$ cat src/design/aatcr_pkg.sv
`timescale 1ns / 1ps
// Shared constants and types for the box-against-tile collision resolver.
package aatcr_pkg;

    localparam int COORD_BITS_DEF = 24;
    localparam int FRAC_BITS_DEF  = 8;
    localparam int TILE_BITS      = 8;
    localparam int SIZE_BITS      = 16;
    localparam int QUEUE_DEPTH    = 2;

    localparam logic [TILE_BITS-1:0] TILE_SIZE_RST = 8'd16;

    localparam logic KIND_LOAD = 1'b0;
    localparam logic KIND_TILE = 1'b1;

    typedef struct packed {
        logic kind;
        logic solid;
    } t_ctrl;

endpackage

$ cat src/design/aatcr_front.sv
`timescale 1ns / 1ps
// Front end: tile size register, word classification and tile edge precompute.
module aatcr_front #(
    parameter int COORD_BITS = aatcr_pkg::COORD_BITS_DEF,
    parameter int FRAC_BITS  = aatcr_pkg::FRAC_BITS_DEF
) (
    input  logic                                i_clk,
    input  logic                                i_rst_n,
    input  logic                                i_cfg_we,
    input  logic [aatcr_pkg::TILE_BITS-1:0]     i_cfg_data,
    input  logic                                i_kind,
    input  logic signed [COORD_BITS-1:0]        i_pos_x,
    input  logic signed [COORD_BITS-1:0]        i_pos_y,
    input  logic [aatcr_pkg::SIZE_BITS-1:0]     i_size_w,
    input  logic [aatcr_pkg::SIZE_BITS-1:0]     i_size_h,
    input  logic signed [COORD_BITS-1:0]        i_speed_x,
    input  logic signed [COORD_BITS-1:0]        i_speed_y,
    input  logic signed [COORD_BITS-1:0]        i_tile_x,
    input  logic signed [COORD_BITS-1:0]        i_tile_y,
    input  logic                                i_solid,
    output aatcr_pkg::t_ctrl                    o_ctrl,
    output logic [4*COORD_BITS+2*aatcr_pkg::SIZE_BITS
                  +5*(((COORD_BITS > aatcr_pkg::TILE_BITS+FRAC_BITS) ? COORD_BITS
                       : aatcr_pkg::TILE_BITS+FRAC_BITS)+4)-1:0] o_data
);

    localparam int TB = aatcr_pkg::TILE_BITS + FRAC_BITS;
    localparam int WW = ((COORD_BITS > TB) ? COORD_BITS : TB) + 4;

    logic [aatcr_pkg::TILE_BITS-1:0] r_tile_size;
    logic [TB-1:0]                   w_tile;
    logic signed [WW-1:0]            w_t_ext;
    logic signed [WW-1:0]            w_tx;
    logic signed [WW-1:0]            w_ty;
    logic signed [WW-1:0]            w_ex;
    logic signed [WW-1:0]            w_ey;
    logic signed [WW-1:0]            w_cx2;
    logic signed [WW-1:0]            w_cy2;
    logic signed [COORD_BITS-1:0]    w_a;
    logic signed [COORD_BITS-1:0]    w_b;

    always_ff @(posedge i_clk) begin
        if (!i_rst_n) begin
            r_tile_size <= aatcr_pkg::TILE_SIZE_RST;
        end else if (i_cfg_we) begin
            r_tile_size <= i_cfg_data;
        end
    end

    assign w_tile  = TB'(r_tile_size) << FRAC_BITS;
    assign w_t_ext = signed'(WW'(w_tile));
    assign w_tx    = {{(WW-COORD_BITS){i_tile_x[COORD_BITS-1]}}, i_tile_x};
    assign w_ty    = {{(WW-COORD_BITS){i_tile_y[COORD_BITS-1]}}, i_tile_y};

    // Right and bottom tile edges, and tile centers at twice the scale
    assign w_ex  = w_tx + w_t_ext;
    assign w_ey  = w_ty + w_t_ext;
    assign w_cx2 = (w_tx <<< 1) + w_t_ext;
    assign w_cy2 = (w_ty <<< 1) + w_t_ext;

    assign w_a = (i_kind == aatcr_pkg::KIND_TILE) ? i_tile_x : i_pos_x;
    assign w_b = (i_kind == aatcr_pkg::KIND_TILE) ? i_tile_y : i_pos_y;

    assign o_ctrl.kind  = i_kind;
    assign o_ctrl.solid = i_solid & (i_kind == aatcr_pkg::KIND_TILE);

    assign o_data = {w_a, w_b, i_size_w, i_size_h, i_speed_x, i_speed_y,
                     w_t_ext, w_ex, w_ey, w_cx2, w_cy2};

endmodule

$ cat src/design/aatcr_queue.sv
`timescale 1ns / 1ps
// Short word queue that decouples the front end from the resolve stage.
module aatcr_queue #(
    parameter int WIDTH = 8,
    parameter int DEPTH = aatcr_pkg::QUEUE_DEPTH
) (
    input  logic             i_clk,
    input  logic             i_rst_n,
    input  logic             i_push,
    input  logic [WIDTH-1:0] i_wr_data,
    input  logic             i_pop,
    output logic [WIDTH-1:0] o_rd_data,
    output logic             o_full,
    output logic             o_empty
);

    localparam int PW = (DEPTH > 1) ? $clog2(DEPTH) : 1;
    localparam int CW = $clog2(DEPTH + 1);

    logic [WIDTH-1:0] r_mem [DEPTH];
    logic [PW-1:0]    r_wr_ptr;
    logic [PW-1:0]    r_rd_ptr;
    logic [CW-1:0]    r_count;
    logic             w_push;
    logic             w_pop;

    assign o_full    = (r_count == CW'(DEPTH));
    assign o_empty   = (r_count == '0);
    assign w_push    = i_push && !o_full;
    assign w_pop     = i_pop && !o_empty;
    assign o_rd_data = r_mem[r_rd_ptr];

    always_ff @(posedge i_clk) begin
        if (w_push) begin
            r_mem[r_wr_ptr] <= i_wr_data;
        end
    end

    always_ff @(posedge i_clk) begin
        if (!i_rst_n) begin
            r_wr_ptr <= '0;
            r_rd_ptr <= '0;
            r_count  <= '0;
        end else begin
            if (w_push) begin
                r_wr_ptr <= (r_wr_ptr == PW'(DEPTH - 1)) ? '0 : r_wr_ptr + 1'b1;
            end
            if (w_pop) begin
                r_rd_ptr <= (r_rd_ptr == PW'(DEPTH - 1)) ? '0 : r_rd_ptr + 1'b1;
            end
            case ({w_push, w_pop})
                2'b10:   r_count <= r_count + 1'b1;
                2'b01:   r_count <= r_count - 1'b1;
                default: r_count <= r_count;
            endcase
        end
    end

endmodule

$ cat src/design/aatcr_back.sv
`timescale 1ns / 1ps
// Resolve stage: body registers, overlap test, shallow-axis push and result word.
module aatcr_back #(
    parameter int COORD_BITS = aatcr_pkg::COORD_BITS_DEF,
    parameter int FRAC_BITS  = aatcr_pkg::FRAC_BITS_DEF
) (
    input  logic                             i_clk,
    input  logic                             i_rst_n,
    input  logic                             i_avail,
    input  aatcr_pkg::t_ctrl                 i_ctrl,
    input  logic [4*COORD_BITS+2*aatcr_pkg::SIZE_BITS
                  +5*(((COORD_BITS > aatcr_pkg::TILE_BITS+FRAC_BITS) ? COORD_BITS
                       : aatcr_pkg::TILE_BITS+FRAC_BITS)+4)-1:0] i_data,
    output logic                             o_take,
    input  logic                             i_stall,
    output logic                             o_valid,
    output logic signed [COORD_BITS-1:0]     o_new_x,
    output logic signed [COORD_BITS-1:0]     o_new_y,
    output logic signed [COORD_BITS-1:0]     o_new_vx,
    output logic signed [COORD_BITS-1:0]     o_new_vy,
    output logic                             o_hit,
    output logic                             o_pushed_on_y
);

    localparam int TB = aatcr_pkg::TILE_BITS + FRAC_BITS;
    localparam int WW = ((COORD_BITS > TB) ? COORD_BITS : TB) + 4;
    localparam int SB = aatcr_pkg::SIZE_BITS;
    localparam logic signed [WW-1:0] CMAX = {{(WW-COORD_BITS+1){1'b0}}, {(COORD_BITS-1){1'b1}}};
    localparam logic signed [WW-1:0] CMIN = {{(WW-COORD_BITS+1){1'b1}}, {(COORD_BITS-1){1'b0}}};

    logic signed [COORD_BITS-1:0] d_a;
    logic signed [COORD_BITS-1:0] d_b;
    logic [SB-1:0]                d_w;
    logic [SB-1:0]                d_h;
    logic signed [COORD_BITS-1:0] d_vx;
    logic signed [COORD_BITS-1:0] d_vy;
    logic signed [WW-1:0]         d_t;
    logic signed [WW-1:0]         d_ex;
    logic signed [WW-1:0]         d_ey;
    logic signed [WW-1:0]         d_cx2;
    logic signed [WW-1:0]         d_cy2;

    logic signed [COORD_BITS-1:0] r_cur_x;
    logic signed [COORD_BITS-1:0] r_cur_y;
    logic [SB-1:0]                r_cur_w;
    logic [SB-1:0]                r_cur_h;
    logic signed [COORD_BITS-1:0] r_cur_vx;
    logic signed [COORD_BITS-1:0] r_cur_vy;
    logic                         r_valid;
    logic                         r_hit;
    logic                         r_on_y;

    logic signed [COORD_BITS-1:0] n_cur_x;
    logic signed [COORD_BITS-1:0] n_cur_y;
    logic [SB-1:0]                n_cur_w;
    logic [SB-1:0]                n_cur_h;
    logic signed [COORD_BITS-1:0] n_cur_vx;
    logic signed [COORD_BITS-1:0] n_cur_vy;
    logic                         n_hit;
    logic                         n_on_y;

    logic                         w_go;
    logic signed [WW-1:0]         w_xs;
    logic signed [WW-1:0]         w_ys;
    logic signed [WW-1:0]         w_ws;
    logic signed [WW-1:0]         w_hs;
    logic signed [WW-1:0]         w_txs;
    logic signed [WW-1:0]         w_tys;
    logic                         w_over;
    logic signed [WW-1:0]         w_dx2;
    logic signed [WW-1:0]         w_dy2;
    logic signed [WW-1:0]         w_adx;
    logic signed [WW-1:0]         w_ady;
    logic signed [WW-1:0]         w_px;
    logic signed [WW-1:0]         w_py;
    logic                         w_push_y;
    logic signed [WW-1:0]         w_mx;
    logic signed [WW-1:0]         w_my;
    logic signed [COORD_BITS-1:0] w_sx;
    logic signed [COORD_BITS-1:0] w_sy;

    assign {d_a, d_b, d_w, d_h, d_vx, d_vy, d_t, d_ex, d_ey, d_cx2, d_cy2} = i_data;

    // Advance when a word is available and the output register is empty or being taken
    assign w_go   = i_avail && (!r_valid || !i_stall);
    assign o_take = w_go;

    assign w_xs  = {{(WW-COORD_BITS){r_cur_x[COORD_BITS-1]}}, r_cur_x};
    assign w_ys  = {{(WW-COORD_BITS){r_cur_y[COORD_BITS-1]}}, r_cur_y};
    assign w_ws  = signed'(WW'(r_cur_w));
    assign w_hs  = signed'(WW'(r_cur_h));
    assign w_txs = {{(WW-COORD_BITS){d_a[COORD_BITS-1]}}, d_a};
    assign w_tys = {{(WW-COORD_BITS){d_b[COORD_BITS-1]}}, d_b};

    assign w_over = (w_xs < d_ex) && (w_xs + w_ws > w_txs) &&
                    (w_ys < d_ey) && (w_ys + w_hs > w_tys);

    // Center offsets at twice the scale, halved into depths; the halved sum is even when overlapping
    assign w_dx2 = ((w_xs <<< 1) + w_ws) - d_cx2;
    assign w_dy2 = ((w_ys <<< 1) + w_hs) - d_cy2;
    assign w_adx = w_dx2[WW-1] ? -w_dx2 : w_dx2;
    assign w_ady = w_dy2[WW-1] ? -w_dy2 : w_dy2;
    assign w_px  = (w_ws + d_t - w_adx) >>> 1;
    assign w_py  = (w_hs + d_t - w_ady) >>> 1;

    // Tie goes to y
    assign w_push_y = !(w_px < w_py);

    assign w_mx = (w_xs < w_txs) ? w_xs - w_px : w_xs + w_px;
    assign w_my = (w_ys < w_tys) ? w_ys - w_py : w_ys + w_py;

    assign w_sx = (w_mx > CMAX) ? CMAX[COORD_BITS-1:0] :
                  (w_mx < CMIN) ? CMIN[COORD_BITS-1:0] : w_mx[COORD_BITS-1:0];
    assign w_sy = (w_my > CMAX) ? CMAX[COORD_BITS-1:0] :
                  (w_my < CMIN) ? CMIN[COORD_BITS-1:0] : w_my[COORD_BITS-1:0];

    always_comb begin
        n_cur_x  = r_cur_x;
        n_cur_y  = r_cur_y;
        n_cur_w  = r_cur_w;
        n_cur_h  = r_cur_h;
        n_cur_vx = r_cur_vx;
        n_cur_vy = r_cur_vy;
        n_hit    = 1'b0;
        n_on_y   = 1'b0;
        if (i_ctrl.kind == aatcr_pkg::KIND_LOAD) begin
            n_cur_x  = d_a;
            n_cur_y  = d_b;
            n_cur_w  = d_w;
            n_cur_h  = d_h;
            n_cur_vx = d_vx;
            n_cur_vy = d_vy;
        end else if (i_ctrl.solid && w_over) begin
            n_hit = 1'b1;
            if (w_push_y) begin
                n_on_y   = 1'b1;
                n_cur_y  = w_sy;
                n_cur_vy = '0;
            end else begin
                n_cur_x  = w_sx;
                n_cur_vx = '0;
            end
        end
    end

    always_ff @(posedge i_clk) begin
        if (!i_rst_n) begin
            r_valid  <= 1'b0;
            r_cur_x  <= '0;
            r_cur_y  <= '0;
            r_cur_w  <= '0;
            r_cur_h  <= '0;
            r_cur_vx <= '0;
            r_cur_vy <= '0;
        end else begin
            if (w_go) begin
                r_valid  <= 1'b1;
                r_cur_x  <= n_cur_x;
                r_cur_y  <= n_cur_y;
                r_cur_w  <= n_cur_w;
                r_cur_h  <= n_cur_h;
                r_cur_vx <= n_cur_vx;
                r_cur_vy <= n_cur_vy;
            end else if (!i_stall) begin
                r_valid <= 1'b0;
            end
        end
    end

    always_ff @(posedge i_clk) begin
        if (w_go) begin
            r_hit  <= n_hit;
            r_on_y <= n_on_y;
        end
    end

    // Body registers only change when a new word is taken, so they are the result
    assign o_valid       = r_valid;
    assign o_new_x       = r_cur_x;
    assign o_new_y       = r_cur_y;
    assign o_new_vx      = r_cur_vx;
    assign o_new_vy      = r_cur_vy;
    assign o_hit         = r_hit;
    assign o_pushed_on_y = r_on_y;

endmodule

$ cat src/design/aabb_tile_collision_resolver_top.sv
`timescale 1ns / 1ps
// An accepted input word is held in the queue, then resolved into the output registers.
// Throughput: one word per cycle while the output is not stalled, set by the resolve
// stage that reads and updates the body registers for each tile test.
// A two-word queue sits between the front end and the resolve stage.
// Reset (synchronous, active low) empties the queue and output, zeroes the body
// and sets the tile size to 16.
module aabb_tile_collision_resolver_top #(
    parameter int COORD_BITS = aatcr_pkg::COORD_BITS_DEF,
    parameter int FRAC_BITS  = aatcr_pkg::FRAC_BITS_DEF
) (
    input  logic                             i_clk,
    input  logic                             i_rst_n,
    input  logic                             i_cfg_we,
    input  logic [aatcr_pkg::TILE_BITS-1:0]  i_cfg_data,
    input  logic                             i_valid,
    output logic                             o_stall,
    input  logic                             i_kind,
    input  logic signed [COORD_BITS-1:0]     i_pos_x,
    input  logic signed [COORD_BITS-1:0]     i_pos_y,
    input  logic [aatcr_pkg::SIZE_BITS-1:0]  i_size_w,
    input  logic [aatcr_pkg::SIZE_BITS-1:0]  i_size_h,
    input  logic signed [COORD_BITS-1:0]     i_speed_x,
    input  logic signed [COORD_BITS-1:0]     i_speed_y,
    input  logic signed [COORD_BITS-1:0]     i_tile_x,
    input  logic signed [COORD_BITS-1:0]     i_tile_y,
    input  logic                             i_solid,
    output logic                             o_valid,
    input  logic                             i_stall,
    output logic signed [COORD_BITS-1:0]     o_new_x,
    output logic signed [COORD_BITS-1:0]     o_new_y,
    output logic signed [COORD_BITS-1:0]     o_new_vx,
    output logic signed [COORD_BITS-1:0]     o_new_vy,
    output logic                             o_hit,
    output logic                             o_pushed_on_y
);

    localparam int TB = aatcr_pkg::TILE_BITS + FRAC_BITS;
    localparam int WW = ((COORD_BITS > TB) ? COORD_BITS : TB) + 4;
    localparam int DW = 4*COORD_BITS + 2*aatcr_pkg::SIZE_BITS + 5*WW;
    localparam int QW = DW + $bits(aatcr_pkg::t_ctrl);

    aatcr_pkg::t_ctrl w_f_ctrl;
    aatcr_pkg::t_ctrl w_b_ctrl;
    logic [DW-1:0]    w_f_data;
    logic [QW-1:0]    w_q_rd;
    logic             w_full;
    logic             w_empty;
    logic             w_take;

    aatcr_front #(
        .COORD_BITS (COORD_BITS),
        .FRAC_BITS  (FRAC_BITS)
    ) u_front (
        .i_clk      (i_clk),
        .i_rst_n    (i_rst_n),
        .i_cfg_we   (i_cfg_we),
        .i_cfg_data (i_cfg_data),
        .i_kind     (i_kind),
        .i_pos_x    (i_pos_x),
        .i_pos_y    (i_pos_y),
        .i_size_w   (i_size_w),
        .i_size_h   (i_size_h),
        .i_speed_x  (i_speed_x),
        .i_speed_y  (i_speed_y),
        .i_tile_x   (i_tile_x),
        .i_tile_y   (i_tile_y),
        .i_solid    (i_solid),
        .o_ctrl     (w_f_ctrl),
        .o_data     (w_f_data)
    );

    aatcr_queue #(
        .WIDTH (QW),
        .DEPTH (aatcr_pkg::QUEUE_DEPTH)
    ) u_queue (
        .i_clk     (i_clk),
        .i_rst_n   (i_rst_n),
        .i_push    (i_valid),
        .i_wr_data ({w_f_ctrl, w_f_data}),
        .i_pop     (w_take),
        .o_rd_data (w_q_rd),
        .o_full    (w_full),
        .o_empty   (w_empty)
    );

    assign o_stall  = w_full;
    assign w_b_ctrl = aatcr_pkg::t_ctrl'(w_q_rd[QW-1:DW]);

    aatcr_back #(
        .COORD_BITS (COORD_BITS),
        .FRAC_BITS  (FRAC_BITS)
    ) u_back (
        .i_clk         (i_clk),
        .i_rst_n       (i_rst_n),
        .i_avail       (!w_empty),
        .i_ctrl        (w_b_ctrl),
        .i_data        (w_q_rd[DW-1:0]),
        .o_take        (w_take),
        .i_stall       (i_stall),
        .o_valid       (o_valid),
        .o_new_x       (o_new_x),
        .o_new_y       (o_new_y),
        .o_new_vx      (o_new_vx),
        .o_new_vy      (o_new_vy),
        .o_hit         (o_hit),
        .o_pushed_on_y (o_pushed_on_y)
    );

endmodule

$ cat config.mk
export PLATFORM = sky130hd
export DESIGN_NAME = aabb_tile_collision_resolver_top
export DESIGN_NICKNAME = d
export VERILOG_FILES = /design/src/design/aatcr_pkg.sv /design/src/design/aatcr_front.sv /design/src/design/aatcr_queue.sv /design/src/design/aatcr_back.sv /design/src/design/aabb_tile_collision_resolver_top.sv
export SDC_FILE = /design/constraint.sdc
export NUM_CORES = 2
export LEC_CHECK = 0
export BUFFER_PORTS_ARGS = -buffer_cell sky130_fd_sc_hd__buf_2
export CAP_MARGIN = 15
export CORE_MARGIN = 5
export CORE_UTILIZATION = 64
export CTS_BUF_LIST = sky130_fd_sc_hd__clkbuf_4
export DETAILED_ROUTE_END_ITERATION = 16
export PLACE_DENSITY_LB_ADDON = 0.05
export SLEW_MARGIN = 20
export SYNTH_ARGS = -nofsm -noshare
export SYNTH_HDL_FRONTEND = slang
export SYNTH_SLANG_ARGS = --single-unit
$ cat constraint.sdc
create_clock -name i_clk -period 15.9 [get_ports i_clk]
set_input_delay 2.385 -clock i_clk [delete_from_list [all_inputs] [get_ports i_clk]]
set_output_delay 2.385 -clock i_clk [all_outputs]
set_load 0.005 [all_outputs]
==> results.sh <==
export IMPL_status="completed"
export IMPL_worstHoldEndpoint="u_back.o_valid"
export IMPL_finalSetupTns_ns=0
export IMPL_cp_start_kind="register"
export IMPL_cts_tree="done"
export IMPL_syn_inst=3987
export IMPL_io_buffers=290
export IMPL_hold_buffers=0
export IMPL_grt_pass1_wl_um=180000
export IMPL_min_from="u_back.o_valid"
export IMPL_coreArea_um2=64200
export IMPL_grt_max_degree=103
export IMPL_critical_path_top_delay_family="compound AO/OA/AOI/OAI gates"
export IMPL_tightest_slew_ns=1.13
export IMPL_die_area_um2=69700
export IMPL_clk_latency_ns=1.00
export IMPL_postCtsResizedCells=0
export IMPL_grt_pass1_vias=31800
export IMPL_r2r_end="u_back.o_new_x[0]"
export IMPL_synth_nets=4625
export IMPL_fillCellCount=4870
export IMPL_path_common_cell="o21ai_0"
export IMPL_synth_top_area_share=0.327
export IMPL_drtIter0Drc=3199
export IMPL_critPathMaxFanout=23
export IMPL_grt_total_usage=0.330
export IMPL_post_drt_wl_per_cell_um=22.3
export IMPL_ant_nets=0
export IMPL_numCtsBuffers=152
export IMPL_finalCriticalPeriod_ns=14.45
export IMPL_mostFrequentLayoutCells="edfxtp_1, ha_1, buf_2"
export IMPL_setup_viol=0
export IMPL_yosys_cell_types_count=96
export IMPL_drtPass1Iterations=7
export IMPL_synth_top_area_cell="edfxtp_1"
export IMPL_clk_transition_reported_paths_ns=0.06
export IMPL_critPathRequiredTime_ns=16.72
export IMPL_relSlewSlack=0.243
export IMPL_drv_cap=0
export IMPL_finClkSkew_ns=0.0961
export IMPL_cp_end_kind="register"
export IMPL_rrSetupSlack_ns=1.45
export IMPL_drive_above_1_share=0.158
export IMPL_netlist_area_um2=41300
export IMPL_synth_edf_count=450
export IMPL_min_path_cells=2
export IMPL_min_period_over_period=0.909
export IMPL_antenna_found_initial=15
export IMPL_clock_sinks=592
export IMPL_initial_core_util=0.643
export IMPL_htree_levels=4
export IMPL_seq_area_frac_synth=0.396
export IMPL_regArea_um2=16400
export IMPL_crit_buf_inv=1
export IMPL_overflow=0
export IMPL_gp_congestion=0.963
export IMPL_clockBufferDepth=3
export IMPL_timing_rr_start="u_back.o_new_x[1]"
export IMPL_multi_input_area_um2=23800
export IMPL_place_ws_ns=1.52
export IMPL_dieWidth_um=264
export IMPL_ios=291
export IMPL_fmax_ghz=0.0692
export IMPL_dpl_hpwl_um=90600
export IMPL_hold_violations=0
export IMPL_post_cts_buffers=0
export IMPL_ys_ff_latch=592
export IMPL_arrival_ns=15.27
export IMPL_post_route_drc_count=0
export IMPL_synth_area_leaders="edfxtp_1, ha_1, dfxtp_1"
export IMPL_cts_root_buffer="clkbuf_4"
export IMPL_syn_avg_cell_area_um2=10.4
export IMPL_areaGrowthSynthToFinish_pct=10.9
export IMPL_synth_main_ff_cell="edfxtp_1"
export IMPL_hp_class="register to register"
export IMPL_finalWirelength_um=119000
export IMPL_die_h_um=264
export IMPL_worst_slack_ns=1.45
export IMPL_layout_commonest_cell="edfxtp_1"
export IMPL_rsz0062_at_grt="false"
export IMPL_via_per_inst=6.21
export IMPL_reg2reg_depth=49
export IMPL_nets=4984
export IMPL_critPathSlowestCell="a2111oi_1"
export IMPL_critPathMaxStageDelay_ns=0.81
export IMPL_synth_warnings=0
export IMPL_async_flop_share=0
export IMPL_num_rows=93
export IMPL_vias=33100
export IMPL_critPathKind="register to register"
export IMPL_maxSlewViolCount=0
## cell families (layout without fill, tap and decap cells)
group                      after synthesis  after routing  share of synthesized area
AOI/OAI and AO/OA                     1028           1028                      0.166
and+or+nand+nor                        936            936                      0.115
DFF                                    592            592                      0.396
adders and majority gates              447            447                      0.141
xor gates and xnor gates               351            351                     0.0746
muxes                                  317            317                     0.0786
buffers and inverters                  316            799                     0.0295
other                                    0              7                          0
## how the worst max path moves through the flow
stage	startpoint	to	slack [ns]	depth (start not counted)
2_1_floorplan	i_valid	u_queue.r_wr_ptr	3.30	3
3_3_place_gp	u_back.o_new_x[1]	u_back.o_new_x[1]	2.00	49
3_5_place_dp	u_back.o_new_x[1]	u_back.o_new_x[0]	1.52	49
4_1_cts	u_back.o_new_x[1]	u_back.o_new_x[0]	1.47	49
5_1_grt	u_back.o_new_x[1]	u_back.o_new_x[1]	0.20	53
6_report	u_back.o_new_x[1]	u_back.o_new_x[0]	1.45	49
## sequential cells by signal, indices dropped and copies added (netlist names), 8 cells and up, named ones only
signal               cells
u_queue.r_mem          448
u_back.o_new_y          24
u_back.o_new_vx         24
u_back.o_new_vy         24
u_back.o_new_x          24
u_front.r_tile_size      8
u_back.r_cur_h          16
u_back.r_cur_w          16
## synthesized netlist by cell type, drive strengths merged (61+ instances only)
cell type and number:
a21o 102, a21oi 280, clkbuf 108, dfxtp 142, edfxtp 450, ha 417
inv 173, mux2 61, mux2i 256, nand2 179, nand3 80, nor2 246
nor2b 111, nor3 78, o21a 68, o21ai 195, xnor2 224, xor2 127
## layout make-up
type,instances,share of cell area
diodes,7,0.000382
clock inverters,50,0.00669
inverters,173,0.0142
repair buffers,348,0.0415
flip-flops and latches,592,0.357
multi-input cells,3079,0.519
clock buffers,228,0.0374
well taps,855,0.0234
## worst reg2reg max path, delay by kind of cell, from the launching register on
| kind | cells | cell delay, ns |
|---|---|---|
| AND/OR/NAND/NOR | 7 | 1.11 |
| buffers and inverters | 1 | 0.16 |
| AO/OA/AOI/OAI | 33 | 9.82 |
| XOR/XNOR | 3 | 0.73 |
| flip-flops | 1 | 0.55 |
| adder cells (fa/ha/maj) | 5 | 1.90 |
## stage by stage
step,hold slack (ns),cells,area [um^2],utilization
2_1_floorplan,0.476,3987,41300,-
5_1_grt,0.533,5328,45800,0.713
6_report,0.504,5332,45800,0.713
4_1_cts,0.509,5325,45800,0.713
3_3_place_gp,0.486,5047,43800,0.682
3_5_place_dp,0.495,5047,43800,0.682
## metal layers
layer | track usage | wire (um) | vias to the layer above
met4 | 0.0758 | 2480 | 18
met1 | 0.466 | 50900 | 15700
met5 | 0 | 99 | -
met3 | 0.105 | 13500 | 207
met2 | 0.502 | 52000 | 1409
li1 | - | - | 15800
Power is left out: the tool's default activity adds up to more than one toggle a clock period on the data nets, which glitch-free logic cannot reach.
